### config.mk
export PLATFORM = sky130hd
export DESIGN_NAME = lru_page_frame_tracker
export DESIGN_NICKNAME = d
export VERILOG_FILES = /design/src/hdl/lru_pft_pkg.sv /design/src/hdl/lru_page_frame_tracker.sv
export SDC_FILE = /design/constraint.sdc
export NUM_CORES = 1
export LEC_CHECK = 0
export BUFFER_PORTS_ARGS = -buffer_cell sky130_fd_sc_hd__buf_2
export CAP_MARGIN = 10
export CORE_ASPECT_RATIO = 0.6
export CORE_UTILIZATION = 30
export DETAILED_ROUTE_END_ITERATION = 10
export GPL_TIMING_DRIVEN = 0
export PLACE_DENSITY = 0.44
export SLEW_MARGIN = 20
export SYNTH_ARGS = -nofsm -noshare
export SYNTH_HDL_FRONTEND = slang
export SYNTH_SLANG_ARGS = --single-unit
export TNS_END_PERCENT = 10
### constraint.sdc
create_clock -name clk -period 4.6 [get_ports clk]
set_input_delay 0.46 -clock clk [delete_from_list [all_inputs] [get_ports clk]]
set_output_delay 0.46 -clock clk [all_outputs]
set_load 0.05 [all_outputs]
### src/hdl/lru_pft_pkg.sv
`timescale 1ns / 1ps

package lru_pft_pkg;

  // Frame count and stored page width.
  localparam int NUM_FRAMES = 4;
  localparam int PAGE_BITS  = 16;

  // Derived widths for frame indexes and recency ranks.
  localparam int FRAME_W = (NUM_FRAMES > 1) ? $clog2(NUM_FRAMES) : 1;
  localparam int RANK_W  = FRAME_W;

  // Port field widths.
  localparam int PAGE_PORT_W  = 16;
  localparam int INDEX_PORT_W = 2;
  localparam int COUNT_W      = 16;

  localparam logic [COUNT_W-1:0] FAULT_MAX = {COUNT_W{1'b1}};

  typedef logic [PAGE_BITS-1:0] page_t;
  typedef logic [FRAME_W-1:0]   frame_t;
  typedef logic [RANK_W-1:0]    rank_t;
  typedef logic [COUNT_W-1:0]   count_t;

endpackage

### src/hdl/lru_page_frame_tracker.sv
`timescale 1ns / 1ps

// Fully associative LRU page frame tracker. A reference is taken whenever start is
// high (busy stays low, so one reference can be issued every cycle), and its result
// appears on the result ports with done high for exactly one cycle after it passes
// the input and result registers. The receiver cannot stall the block. The rate of
// one reference per cycle is set by the lookup stage, which compares the page with all
// frames, picks the frame and updates the recency order combinationally between the
// input and result registers. A reference with last_ref set reports with the updated
// values and then returns every frame, rank and the fault count to empty.
module lru_page_frame_tracker
  import lru_pft_pkg::*;
(
  input  logic                    clk,
  input  logic                    rst,
  input  logic                    start,
  output logic                    busy,
  input  logic [PAGE_PORT_W-1:0]  page,
  input  logic                    last_ref,
  output logic                    done,
  output logic                    hit,
  output logic [INDEX_PORT_W-1:0] frame_index,
  output logic                    evicted_valid,
  output logic [PAGE_PORT_W-1:0]  evicted_page,
  output logic [COUNT_W-1:0]      fault_count,
  output logic                    sequence_end
);

  // Input register.
  logic  in_valid;
  page_t in_page;
  logic  in_last;

  // Tracker state.
  page_t                 frame_page [NUM_FRAMES];
  rank_t                 frame_rank [NUM_FRAMES];
  logic [NUM_FRAMES-1:0] frame_valid;
  count_t                fault_total;

  // Lookup results and next state.
  page_t                 frame_page_next [NUM_FRAMES];
  rank_t                 frame_rank_next [NUM_FRAMES];
  logic [NUM_FRAMES-1:0] frame_valid_next;
  count_t                fault_total_next;
  logic                  hit_c;
  logic                  evict_c;
  logic                  empty_found;
  frame_t                hit_slot;
  frame_t                empty_slot;
  frame_t                victim;
  frame_t                slot;
  rank_t                 hit_rank;
  rank_t                 old_rank;
  page_t                 victim_page;
  logic                  was_valid;

  // The block never refuses a reference.
  assign busy = 1'b0;

  // Capture each transfer.
  always_ff @(posedge clk) begin
    if (rst) begin
      in_valid <= 1'b0;
    end else begin
      in_valid <= start & ~busy;
    end
    in_page <= PAGE_BITS'(page);
    in_last <= last_ref;
  end

  // Compare with every frame, choose the frame and age the recency order.
  always_comb begin
    hit_c       = 1'b0;
    hit_slot    = '0;
    hit_rank    = '0;
    empty_found = 1'b0;
    empty_slot  = '0;
    victim      = '0;
    victim_page = '0;
    for (int k = 0; k < NUM_FRAMES; k++) begin
      if (!hit_c && frame_valid[k] && frame_page[k] == in_page) begin
        hit_c    = 1'b1;
        hit_slot = FRAME_W'(k);
        hit_rank = frame_rank[k];
      end
    end
    for (int k = 0; k < NUM_FRAMES; k++) begin
      if (!empty_found && !frame_valid[k]) begin
        empty_found = 1'b1;
        empty_slot  = FRAME_W'(k);
      end
    end
    // When every frame is valid the ranks are distinct, so the oldest is unique.
    for (int k = 0; k < NUM_FRAMES; k++) begin
      if (frame_rank[k] == RANK_W'(NUM_FRAMES - 1)) begin
        victim      = FRAME_W'(k);
        victim_page = frame_page[k];
      end
    end
    evict_c   = !hit_c && !empty_found;
    slot      = hit_c ? hit_slot : (empty_found ? empty_slot : victim);
    was_valid = hit_c || evict_c;
    old_rank  = hit_c ? hit_rank : RANK_W'(NUM_FRAMES - 1);

    for (int k = 0; k < NUM_FRAMES; k++) begin
      frame_page_next[k]  = frame_page[k];
      frame_rank_next[k]  = frame_rank[k];
      frame_valid_next[k] = frame_valid[k];
      if (FRAME_W'(k) == slot) begin
        frame_rank_next[k]  = '0;
        frame_valid_next[k] = 1'b1;
        if (!hit_c) begin
          frame_page_next[k] = in_page;
        end
      end else if (frame_valid[k] && (!was_valid || frame_rank[k] < old_rank)) begin
        frame_rank_next[k] = frame_rank[k] + RANK_W'(1);
      end
    end

    if (!hit_c && fault_total != FAULT_MAX) begin
      fault_total_next = fault_total + COUNT_W'(1);
    end else begin
      fault_total_next = fault_total;
    end
  end

  // State update; the final reference of a sequence empties the tracker.
  always_ff @(posedge clk) begin
    if (rst || (in_valid && in_last)) begin
      frame_valid <= '0;
      fault_total <= '0;
      for (int k = 0; k < NUM_FRAMES; k++) begin
        frame_page[k] <= '0;
        frame_rank[k] <= '0;
      end
    end else if (in_valid) begin
      frame_valid <= frame_valid_next;
      fault_total <= fault_total_next;
      for (int k = 0; k < NUM_FRAMES; k++) begin
        frame_page[k] <= frame_page_next[k];
        frame_rank[k] <= frame_rank_next[k];
      end
    end
  end

  // Result register.
  always_ff @(posedge clk) begin
    if (rst) begin
      done <= 1'b0;
    end else begin
      done <= in_valid;
    end
    hit           <= hit_c;
    frame_index   <= INDEX_PORT_W'(slot);
    evicted_valid <= evict_c;
    evicted_page  <= evict_c ? PAGE_PORT_W'(victim_page) : '0;
    fault_count   <= fault_total_next;
    sequence_end  <= in_last;
  end

  // A transfer always reaches the lookup stage in the next cycle.
  a_start_to_lookup: assert property (@(posedge clk) disable iff (rst)
    start |=> in_valid)
    else $error("accepted reference did not reach the lookup stage");

  // An eviction is only reported for a miss.
  a_evict_on_miss: assert property (@(posedge clk) disable iff (rst)
    (done && evicted_valid) |-> !hit)
    else $error("eviction reported on a hit");

  // A reported miss always leaves a nonzero fault count.
  a_miss_counts: assert property (@(posedge clk) disable iff (rst)
    (done && !hit) |-> fault_count != '0)
    else $error("miss reported with a zero fault count");

  // The last reference of a sequence empties every frame.
  a_last_clears: assert property (@(posedge clk) disable iff (rst)
    (in_valid && in_last) |=> (frame_valid == '0 && fault_total == '0))
    else $error("tracker not emptied after end of sequence");

endmodule

; Word-level counts from Yosys, hierarchy flattened
; Memory sizes are Yosys's and may differ from the RTL's.
; Index checks and enable logic that the tools add are counted.
[totals]
in_bits = 20
word_cells = 143
ram_bits = 72
n_memories = 2
latchBits = 0
mem_bits_ro = 0
ff_bits = 76
out_inout_bits = 39
[classes]
n_shift = 0
mux = 58
n_mul = 0
n_eq_ne = 12
magnitude_cmp = 4
n_bitwise = 8
div_mod_pow = 0
reduce_logical = 39
addsub = 5
[mem_list]
columns = name, depth, word_bits, rd, rd_clocked_by_memory_dff, wr, line
row1 = frame_page, 4, 16, 4, 0, 4, lru_page_frame_tracker.sv:35  ; page_t frame_page [NUM_FRAMES];
row2 = frame_rank, 4, 2, 4, 0, 4, lru_page_frame_tracker.sv:36  ; rank_t frame_rank [NUM_FRAMES];
[ops]
columns = cell, count
row1 = 2-to-1 mux 16 bit, 17
row2 = equality test 16 bit, 4
row3 = 2-to-1 mux 2 bit, 25
row4 = logical AND 1 bit, 17
row5 = "adder 16 x 1 -> 16 bit, second input constant", 1
row6 = 2-to-1 mux 1 bit, 16
row7 = "inequality test 16 bit, second input constant", 1
row8 = logical NOT 1 bit, 11
row9 = "adder 2 x 1 -> 2 bit, second input constant", 4
row10 = "equality test 2 bit, second input constant", 4
row11 = less-than comparator 2 bit, 4
row12 = bitwise OR 1 bit, 8
row13 = AND reduction 2 bit, 4
row14 = logical OR 1 bit, 6
row15 = "equality test 2 bit, first input constant", 2
row16 = "equality test 1 x 2 -> 1 bit, first input constant", 1
row17 = logical NOT 2 bit, 1

; Longest topological paths before layout
; Gate-level depths: netlist (run 1).
; An unclocked memory read counts as a cell.
[logic_depth]
ltp_word = 25
mapped_depth = 12
mapped_depth_nobuf = 11

; Worst setup path after synthesis (run 1)
; Ideal clock, no wire load.
[synth_path]
path_type = register to register
from = memory frame_page[0][0] (netlist name)
to = memory frame_page[0][0] (netlist name) (enable)
required_time_ps = 4206
path_buffers = 0
slack_ps = 1175
setup_ps = 394
period_less_slack_ps = 3425
arrival_time_ps = 3031
stages_incl_launch_ff = 8
cell_sequence = edfxtp_1 > xor2_2 > or4_1 > or4_4 > o22ai_4 > o21bai_4 > o211ai_1 > a21oi_1
[synth_lines]
columns = element, line
row1 = "start, declared", lru_page_frame_tracker.sv:35

==> results of run 1 <==
cell families after synthesis:
family / Yosys count / synth area share [%]
muxes: 19 / 2.701
xor gates and xnor gates: 80 / 9.993
buffers and inverters: 49 / 4.061
adders and majority gates: 9 / 1.589
AOI/OAI and AO/OA: 96 / 9.799
DFF: 148 / 51.98
other: 1 / 0.05292
and+or+nand+nor: 262 / 19.83
cell type report:
type / instances / share of cell area [%]
Tap cell: 315 / 4.687
Sequential cell: 148 / 43.80
Timing Repair Buffer: 59 / 3.660
Clock buffer: 17 / 5.059
Clock inverter: 14 / 1.934
Buffer: 39 / 2.916
Inverter: 10 / 0.5059
Multi-Input combinational cell: 467 / 37.43
cell usage in the layout (no fill, tap or decap), types with 10 or more instances in the layout:
master                       n
sky130_fd_sc_hd__dfxtp_1    76
sky130_fd_sc_hd__edfxtp_1   72
sky130_fd_sc_hd__buf_2      71
sky130_fd_sc_hd__nor2_1     64
sky130_fd_sc_hd__xnor2_1    52
sky130_fd_sc_hd__nand2_1    51
sky130_fd_sc_hd__and2_1     35
sky130_fd_sc_hd__xor2_1     27
sky130_fd_sc_hd__nand4_1    23
sky130_fd_sc_hd__a21oi_1    22
sky130_fd_sc_hd__o21ai_0    18
sky130_fd_sc_hd__mux2i_1    18
sky130_fd_sc_hd__clkbuf_16  17
sky130_fd_sc_hd__clkbuf_1   15
sky130_fd_sc_hd__nor3_1     14
sky130_fd_sc_hd__or3_1      14
sky130_fd_sc_hd__nand3_1    13
sky130_fd_sc_hd__o21ai_2    10
sky130_fd_sc_hd__a21oi_2    10
worst paths after layout:
check	startpoint	endpoint	cells after the start
max	in_page[2]	frame_rank[0][1]	11
min	page[15]	in_page[15]	1
max reg2reg	in_page[2]	frame_rank[0][1]	11
min reg2reg	in_last	sequence_end	0
sequential cells by signal (all words and copies together) (netlist names), 2 cells and up:
name          flops
in_page          16
fault_total      16
frame_valid       4
frame_page       64
evicted_page     16
frame_index       2
frame_rank        8
fault_count      16
critical path, stage by stage, from the launching register on:
cell and delay (ns):
sky130_fd_sc_hd__dfxtp_1 0.30, sky130_fd_sc_hd__buf_2 0.20, sky130_fd_sc_hd__xnor2_1 0.31, sky130_fd_sc_hd__nand4_1 0.18
sky130_fd_sc_hd__or4_2 0.71, sky130_fd_sc_hd__or3_1 0.34, sky130_fd_sc_hd__o31a_1 0.11, sky130_fd_sc_hd__mux2i_1 0.38
sky130_fd_sc_hd__ha_1 0.33, sky130_fd_sc_hd__nor2_1 0.11, sky130_fd_sc_hd__a211oi_1 0.06, sky130_fd_sc_hd__o311ai_0 0.48
layer usage:
layer | vias up | global-route usage, % | wire (um)
li1 | 2519 | - | -
met1 | 2549 | 30.47 | 12080
met2 | 199 | 21.18 | 7282
met3 | 27 | 4.431 | 1499
met4 | 0 | 5.200 | 239
met5 | - | 0 | 0
report_power, final:
| part | switching [mW] | internal (mW) |
|---|---|---|
| combinational | 0.174 | 0.0936 |
| sequential | 0.0438 | 1.44 |
| clock | 0.573 | 0.846 |
==> results summary, run 1 <==
In the synthesized netlist the dominant register cell turns out to be sky130_fd_sc_hd__dfxtp_1. The unique cell type count in the Yosys netlist is 69. The mean instance size in the synthesized netlist came out at 10.67 um2.

For this run, asynchronously set or reset flops after synthesis account for 0%. The setup slack of the critical path after layout came out at 0.7255 ns. The number of nets with antenna violations after routing is 0. The clock insertion delay at the later pin of the skew report came out at 0.43 ns. After routing, the total negative slack on setup checks comes to 0 ns. The die outline width came out at 200.4 um. The ratio of routed vias to standard cells came out at 4.952.

The number of warnings issued by yosys is 0. The cell total after placement is 1038. The multi-input combinational cells in the finished layout cover a total of 3148 um2.

The mapped cell area is 7087 um2. The total power divided by cell area came out at 376.4 nW/um2. The number of hold-slack violations in the final timing report came out at 0. The starting density of the core is 30.63%.

For this design the top-level I/O count stands at 59. The number of placement rows came out at 43. The core region area is 23130 um2.

The clock slew at the register clock pins of the worst setup and hold paths is 0.06 ns. The area after detailed placement came out at 7810 um2. The minimum clock period after layout is 3.875 ns. The dominant cell by count in the synthesized netlist is sky130_fd_sc_hd__dfxtp_1. The via count of the first global-routing pass is 5122.

Setup repair after global routing left no endpoint under its margin. The final design utilization is 36.35%. The number of gates given a new drive strength after cts came out at 0. The clock drives 148 sinks. The die outline height came out at 121.1 um.

The final routed DRC violation total came out at 0. TritonCTS built the clock tree. sky130_fd_sc_hd__edfxtp_1 takes more of the synthesized area than any other cell. In this run the worst hold path is classified as input pin to register. The total chip power came out at 3.166 mW. After detailed routing, the average wire length per cell comes to 19.73 um.

Across the run, the number of max-cap violations was 0. The level count of the clock H-tree is 4. The layout overhead on the synthesized area came out at 18.66%. For the worst setup path, the data required time is 4.67 ns. The placed wire-length estimate came out at 16380 um. Measured against its own limit, the worst slew margin works out to 43.75%. The share of synthesized area occupied by flip-flops and latches came out at 51.98%. The net count after synthesis came out at 693. The flow ran to the end, and the final reports show no timing, DRC or antenna violations. The quantity of I/O buffers inserted on ports is 57.

The count of routing violations after the opening detailed-route iteration is 557. The maximum buffer depth of the clock tree is 2. The first-pass detailed-route iteration total is 5.

The ratio of cells with drive above 1 in the final layout is 20.95%. The pre-CTS worst setup slack came out at 0.8027 ns. The final wirelength came out at 21100 um.

The count of antenna diodes in the layout is 0. In the global route stage, overall resource usage came out at 18.16%. The peak ir drop on the vdd network came out at 0.0002271 V. The share of the cycle needed by the critical path after routing is 84.23%. Entering global routing, the biggest net connects 17 pins.

Leaving out filler cells and counting taps, the final layout contains 1069. The initial antenna violation count came out at 0. At the pin with the least slew margin, the transition time is 0.8429 ns.

By count the netlist is led by sky130_fd_sc_hd__dfxtp_1, sky130_fd_sc_hd__edfxtp_1, sky130_fd_sc_hd__nor2_1. The total non-filler cell area in the finished layout came out at 8409 um2. The CTS buffer count came out at 17. Setup violations remaining at the end of the flow were counted as 0. The sequential cell area is 3684 um2. The arrival time of data at the critical path endpoint came out at 3.94 ns. The final worst hold slack came out at 0.1237 ns. The clock skew after layout is 0.009278 ns.

Counting the fill cells in the layout gives 2308. The slack of the worst reg-to-reg path is 0.73 ns. The routed layout has 5294 vias.

The number of hold buffers added after CTS was 0. After global routing the overflow that remains totals 0. Sorting the synthesized cells by area gives the leading types as sky130_fd_sc_hd__edfxtp_1, sky130_fd_sc_hd__dfxtp_1, sky130_fd_sc_hd__xnor2_1.

The critical path launch point type is a register. Derived from the worst setup path, the maximum achievable clock frequency is 258.1 MHz. The leakage power came out at 3.126 nW. At the end of routability-driven placement, the weighted congestion stood at 0.9192. The root buffer cell is sky130_fd_sc_hd__clkbuf_16. The worst-path maximum fanout is 6. The register bit total from synthesis is 148.

The cell count after synthesis came out at 664. The first global-routing pass estimated 32150 um of wire. The number of setup buffers added after CTS is 0.

The share of synthesized area in the top cell type comes to 30.51%. The critical path in this run is classified as register to register. The die area came out at 24260 um2. In this run, synthesis inferred 72 flip-flops with an integrated enable. The number of pins with negative max-slew slack in the final report is 0. The worst setup path is captured at a register.

After the last flow step, the layout net total stands at 771.
Power figures use the tool's default switching activity.
==> run 2, diff against run 1 <==
==> constraint.sdc (replaced) <==
create_clock -name clk -period 3.75 [get_ports clk]
set_input_delay 0.375 -clock clk [delete_from_list [all_inputs] [get_ports clk]]
set_output_delay 0.375 -clock clk [all_outputs]
set_load 0.05 [all_outputs]
==> run 2 against run 1 <==
Effect of this change: final cell count did not move; wire length barely moved; sequential power rose by 22%; critical path depth did not move; core utilization barely moved; power rose by 23%; global-route usage barely moved; sequential share of layout area fell by 0.059 points; die area did not move; non-clock buffer count did not move; largest power group unchanged; setup slack got worse by 0.53 ns; register-to-register slack got worse by 0.53 ns.
==> results summary, run 2 (synthesized netlist as in run 1, its figures left out) <==
The first global-routing pass estimated 32230 um of wire. The die area is 24260 um2. The origin of the critical flop-to-flop path is in_page[13]. The level count of the clock H-tree is 4. The count of antenna diodes in the layout is 0.

The critical path startpoint is in_page[13]. At the worst endpoint, the required time is 3.86 ns. The final estimated routing congestion in global placement came out at 0.9192. TritonCTS built the clock tree. The top cell types in the final layout, fill and taps aside, are sky130_fd_sc_hd__dfxtp_1, sky130_fd_sc_hd__edfxtp_1, sky130_fd_sc_hd__buf_2. The number of nets in the final layout is 771. In this run the static leakage power is 3.132 nW. The setup path with the least slack is of type register to register. The root buffer cell is sky130_fd_sc_hd__clkbuf_16. The worst hold path begins at page[3].

The routed layout has 5255 vias. After detailed routing, the number of vias per cell comes to 4.916. The final routed DRC violation total is 0. The placed wire-length estimate is 16380 um. The via count of the first global-routing pass is 5132.

Entering global routing, the biggest net connects 17 pins. The die outline height came out at 121.1 um. The element type at the critical path end is a register. The die outline width is 200.4 um. The final count of negative-setup-slack endpoints is 0.

The slowest stage of the critical path is the sky130_fd_sc_hd__or4_2 cell. The final global-route overflow total is 0. The most frequent standard cell in the layout excluding fill and tap cells is sky130_fd_sc_hd__dfxtp_1.

The worst relative slew slack is 42.91%. The flip-flop count of the largest register after layout came out at 64. The number of setup buffers added after CTS is 0. In this run the worst path has a maximum fanout of 6.

For the pin with the worst max-slew slack, the measured transition is 0.8555 ns. The number of pins with negative max-slew slack in the final report is 0. The maximum buffer depth of the clock tree came out at 2. Clock-pin slew was measured on the worst setup and hold paths at 0.06 ns. For the worst setup path, the data arrival time is 3.66 ns. The total power divided by cell area came out at 460.8 nW/um2.

The floorplan step defined a core boundary enclosing 23130 um2. The count of max-cap constraint violations is 0. In the finished design, the share of the clock period the worst path needs comes to 94.74%. Setup slack closes at 0.1972 ns.

The number of hold-slack violations in the final timing report came out at 0. The initial utilization of the core area, before any placement, comes to 30.63%. The clock insertion delay at the later pin of the skew report is 0.43 ns. Once layout is done, the placed cells without fillers occupy 8421 um2. The count of routing violations after the opening detailed-route iteration came out at 580. The cell total after placement is 1038. The upper clock frequency limit is 281.5 MHz. The routed design has 21080 um of wire. The ratio of cells with drive above 1 in the final layout is 21.22%. The initial antenna violation count came to 0. Setup repair after global routing left no endpoint under its margin. The peak ir drop on the vdd network is 0.0002782 V.

The total routing resource utilization after global routing is 18.21%. From synthesis to final layout, the design area changed by 18.82%. The cell class contributing the biggest share of worst-path delay is simple AND/OR/NAND/NOR gates.

The number of clock buffers added by TritonCTS is 17. On the worst path, the slowest cell contributes a delay of 0.75 ns. After detailed placement, the total cell area comes to 7810 um2. The quantity of I/O buffers inserted on ports came out at 57. The critical path launch point type is a register. The post-cts hold buffer count came out at 0. The count of nets left with antenna violations once routing finished came out at 0. The run finished with clean final reports. Walking the worst path, the cells encountered are buf_2 > xnor2_1 > nand4_1 > or4_2 > or3_1 > o31a_1 > mux2i_2 > ha_1 > nor2_1 > a211oi_1 > o311ai_2. The number of primary I/O pins came out at 59.

Ranked by flip-flop count, first place goes to frame_page. The first-pass detailed-route iteration total is 5. The number of placement rows is 43.

The min-delay analysis places its worst path in the category input pin to register. The clock skew after layout is 0.008065 ns. The pre-CTS worst setup slack came out at -0.04732 ns. The combined buffer and inverter count along the critical path is 1.

The finished layout holds 1069 standard cells, fillers aside. The routed design could run at a clock period as short as 3.553 ns. After detailed routing, the average wire length per cell comes to 19.72 um. The final sum of negative setup slack came out at 0 ns. The clock sink count came out at 148.
[run 2: repair_timing]
item	4_1_cts	5_1_grt
hold endpoints to repair	0	0
cloned	0	0
setup endpoints to repair	18	2
resized for setup	2	2
[run 2: worst reg2reg max path, cell delays in order, from the launching register on]
cell,delay (ns)
sky130_fd_sc_hd__dfxtp_1,0.30
sky130_fd_sc_hd__buf_2,0.18
sky130_fd_sc_hd__xnor2_1,0.28
sky130_fd_sc_hd__nand4_1,0.15
sky130_fd_sc_hd__or4_2,0.75
sky130_fd_sc_hd__or3_1,0.34
sky130_fd_sc_hd__o31a_1,0.12
sky130_fd_sc_hd__mux2i_2,0.30
sky130_fd_sc_hd__ha_1,0.30
sky130_fd_sc_hd__nor2_1,0.12
sky130_fd_sc_hd__a211oi_1,0.08
sky130_fd_sc_hd__o311ai_2,0.30
[run 2: worst paths after layout]
| check | end | slack (ns) | cells past startpoint |
|---|---|---|---|
| max reg2reg | frame_rank[0][1] | 0.20 | 11 |
| min reg2reg | sequence_end | 0.43 | 0 |
| max | frame_rank[0][1] | 0.20 | 11 |
| min | in_page[3] | 0.04 | 1 |
[run 2: stage by stage]
stage | power [mW] | hold slack, ns | util [%]
floorplan | 2.041 | 0.3723 | -
global placement | 2.166 | 0.3992 | 33.57
detailed placement | 2.171 | 0.4255 | 33.76
CTS | 3.913 | 0.01822 | 36.35
global route | 4.010 | 0.02612 | 36.40
finish | 3.880 | 0.03907 | 36.40
[run 2: area by class of cell]
type                       count  area (um2)
clock buffer                  17       425.4
multi-input combinational    467        3159
clock inverter                14       162.7
buffer                        39       245.2
inverter                      10       42.54
tap                          315       394.1
timing repair buffer          59       307.8
fill                        2306       14710
sequential                   148        3684
[run 2: report_power, final]
group | internal, mW | total (mW) | switching [mW] | leakage [nW]
clock | 1.04 | 1.74 | 0.698 | 0.284
combinational | 0.115 | 0.330 | 0.215 | 1.46
sequential | 1.76 | 1.81 | 0.0541 | 1.39
total | 2.91 | 3.88 | 0.967 | 3.13
[run 2: routing by layer]
layer,vias to the layer above,global-route usage (%),wire (um)
met3,19,4.431,1434
met2,183,21.33,7299
met5,-,0,0
met4,0,5.200,214
li1,2521,-,-
met1,2532,30.48,12130
==> run 3, diff against run 2 <==
==> constraint.sdc (replaced) <==
create_clock -name clk -period 3.58 [get_ports clk]
set_input_delay 0.358 -clock clk [delete_from_list [all_inputs] [get_ports clk]]
set_output_delay 0.358 -clock clk [all_outputs]
set_load 0.05 [all_outputs]
==> run 3 against run 2 <==
Effect of this change: design area rose by 1.4%; maximum frequency grew 5.0%; via count is 0.67% higher; critical path depth fell by 4; clock-buffer cell count unchanged; clock power up 4%; register-to-register slack about the same; sequential cell count unchanged; combinational power up 8.2%; setup slack lost 0.00069 ns; die area unchanged; power rose by 5.0%.
==> results summary, run 3 (synthesized netlist as in run 1, its figures left out) <==
The final wirelength is 21110 um. The total non-filler cell area in the finished layout is 8542 um2. In this run the critical register-to-register path is launched from frame_page[0][0]. The non-filler instance count after layout is 1073. The share of the cycle needed by the critical path after routing is 94.51%. The cell total after placement is 1038.

The count of max-cap constraint violations came out at 0. The level count of the clock H-tree came out at 4. The clock skew after layout is 0.009041 ns. The minimum clock period after layout is 3.384 ns. The combined buffer and inverter count along the critical path came out at 0.

The final estimated routing congestion in global placement is 0.9192. The number of nets in the final layout is 775. The post-cts hold buffer count is 0. In this design, the largest share of critical-path delay is due to compound AO/OA/AOI/OAI gates. The clock sink count came out at 148. The final routed DRC violation total is 0. STA classifies the critical path endpoint as a register. The flip-flop count of the largest register after layout is 64. For this run, the share of the core covered by cells in the final layout is 36.92%.

The quantity of I/O buffers inserted on ports is 57. Data arrives at the worst endpoint at 3.45 ns. The slowest stage of the critical path belongs to the cell sky130_fd_sc_hd__a21oi_4.

The reg-to-reg endpoint is frame_page[0][7]. The final worst hold slack came out at 0.02118 ns. The endpoint required time on the critical path came out at 3.64 ns. For the pin with the worst max-slew slack, the measured transition is 0.8451 ns. Counting instances, the worst hold path has a depth of 1. The routed layout has 5290 vias.

Counting cells, the worst reg-to-reg path comes to 7. By startpoint and endpoint, the worst setup path is classified as register to register. TritonCTS built the clock tree. The die area is 24260 um2.

The upper clock frequency limit came out at 295.5 MHz. The worst relative slew slack came out at 43.60%. The final global-route overflow total came out at 0. The total routing resource utilization after global routing came out at 18.23%.

The internal portion of the total power is 3.061 mW. The die is 121.1 um tall. The leakage power is 3.198 nW. The stage delay of the slowest cell on the critical path is 0.62 ns. The count of antenna diodes in the layout came out at 0.

The clock network is responsible for 44.5% of the overall power. The signal on the critical path passes through xor2_2 > or4_1 > or4_4 > o22ai_4 > o21bai_4 > o211ai_1 > a21oi_4. The worst hold path begins at page[3]. The final count of negative-setup-slack endpoints came out at 0.

The global-route wire length before repair is 32300 um. The number of hold-slack violations in the final timing report came out at 0. In the routed layout, each cell is associated on average with a via count of 4.930.

STA classifies the critical path startpoint as a register. The post-route netlist has 22.69% of its cells at a drive strength greater than 1. For this design the ratio of total power to cell area is 476.8 nW/um2. The setup slack of the critical path after layout is 0.1965 ns. The worst-path maximum fanout came out at 16. The slack of the worst reg-to-reg path came out at 0.20 ns. The path class of the tightest hold or removal check is input pin to register. The most frequent standard cell in the layout excluding fill and tap cells is sky130_fd_sc_hd__dfxtp_1. In this run the cell area measured after placement is 7810 um2. The maximum number of pins on one net before global-route repair came out at 17. The number of primary I/O pins came out at 59. The first-pass detailed-route iteration total came out at 5. The path with the worst hold slack has its endpoint at in_page[3]. The pre-CTS worst setup slack came out at -0.2173 ns. Setup repair after global routing left no endpoint under its margin. The layout overhead on the synthesized area came out at 20.53%. The number of nets with antenna violations after routing is 0. The switching power is 1.012 mW.

The power share of the sequential group came out at 46.7%. The starting density of the core came out at 30.63%. In the layout the commonest cells are sky130_fd_sc_hd__dfxtp_1, sky130_fd_sc_hd__edfxtp_1, sky130_fd_sc_hd__buf_2. The CTS buffer count came out at 17. No sink is reached through more buffers than the 2 on the longest clock path. The flow ran to the end, and the final reports show no timing, DRC or antenna violations. The via count of the first global-routing pass came to 5146. The number of pins with negative max-slew slack in the final report is 0. The part of the power in combinational logic came out at 8.8%.

In this run switching power makes up 24.85% of total power. The number of placement rows came out at 43. The initial antenna violation count came out at 0.

The die outline width is 200.4 um. The clock slew at the register clock pins of the worst setup and hold paths is 0.06 ns. The later pin in the worst-skew pair is clocked with a latency of 0.43 ns. The register bank with the most flops is frame_page.

The post-detailed-route wirelength per cell is 19.67 um. The count of routing violations after the opening detailed-route iteration came out at 523. The number of filler cells placed in the layout came out at 2299.

The root buffer cell is sky130_fd_sc_hd__clkbuf_16. The core region area is 23130 um2. The peak ir drop on the vdd network is 0.0002920 V.

In this run the worst setup path begins at frame_page[0][0]. The placed wire-length estimate came out at 16380 um.
==> run 3: cell count changes in the layout (fill, tap and decap cells not counted), moves of 3 or more <==
cell / before / now
sky130_fd_sc_hd__xnor2_1: 52 / 45
sky130_fd_sc_hd__xnor2_2: 0 / 7
sky130_fd_sc_hd__clkbuf_4: 0 / 5
sky130_fd_sc_hd__buf_4: 3 / 6
sky130_fd_sc_hd__buf_2: 71 / 66
==> run 3: per-layer routing <==
| metal | GRT usage [%] | up-vias | part of all wire (%) |
|---|---|---|---|
| li1 | - | 2532 | - |
| met1 | 30.50 | 2529 | 57 |
| met2 | 21.33 | 204 | 34 |
| met3 | 4.431 | 25 | 7.8 |
| met4 | 5.344 | 0 | 1.3 |
| met5 | 0 | - | 0 |
==> run 3: timing repair <==
action / 4_1_cts / 5_1_grt
endpoints found under the hold margin: 0 / 0
resized for setup: 3 / 16
gates cloned: 0 / 0
pin swaps: 0 / 5
setup buffers: 0 / 4
endpoints found under the setup margin: 20 / 26
==> run 3: power groups by stage <==
stage,clock [mW],sequential (mW),combinational (mW)
5_1_grt,1.92,1.91,0.385
6_report,1.81,1.90,0.357
3_3_place_gp,0,1.94,0.332
2_1_floorplan,0,1.93,0.212
4_1_cts,1.86,1.90,0.342
3_5_place_dp,0,1.94,0.339
==> run 3: worst max-delay path by stage <==
| stage | slack (ns) | endpoint | cells past startpoint |
|---|---|---|---|
| after floorplan | 0.15 | frame_page[0][0] | 7 |
| after global placement | -0.79 | frame_page[0][8] | 7 |
| after detailed placement | -0.22 | frame_page[1][13] | 8 |
| after CTS | 0.001 | frame_rank[0][1] | 11 |
| after global routing | 0.02 | frame_rank[0][1] | 12 |
| final | 0.20 | frame_page[0][7] | 7 |
==> run 3: through the flow <==
stage | TNS [ns] | total power, mW
global route | 0 | 4.214
floorplan | 0 | 2.138
finish | 0 | 4.073
CTS | 0 | 4.099
detailed placement | -3.777 | 2.274
global placement | -20.67 | 2.269
==> run 3: cell type report <==
cell class / instances / area [um2] / area share (%)
clock inverter: 14 / 162.7 / 1.904
clock buffer: 17 / 425.4 / 4.980
tap: 315 / 394.1 / 4.614
buffer: 39 / 257.7 / 3.017
sequential: 148 / 3684 / 43.12
inverter: 10 / 42.54 / 0.4980
multi-input combinational: 467 / 3226 / 37.76
timing repair buffer: 63 / 350.3 / 4.101
==> run 3: worst reg2reg max path: cells and delay by family (launching register included) <==
| family | cells | cell delay (ns) |
|---|---|---|
| AO/OA/AOI/OAI | 4 | 1.30 |
| AND/OR/NAND/NOR | 2 | 1.05 |
| flip-flops | 1 | 0.44 |
| XOR/XNOR | 1 | 0.21 |
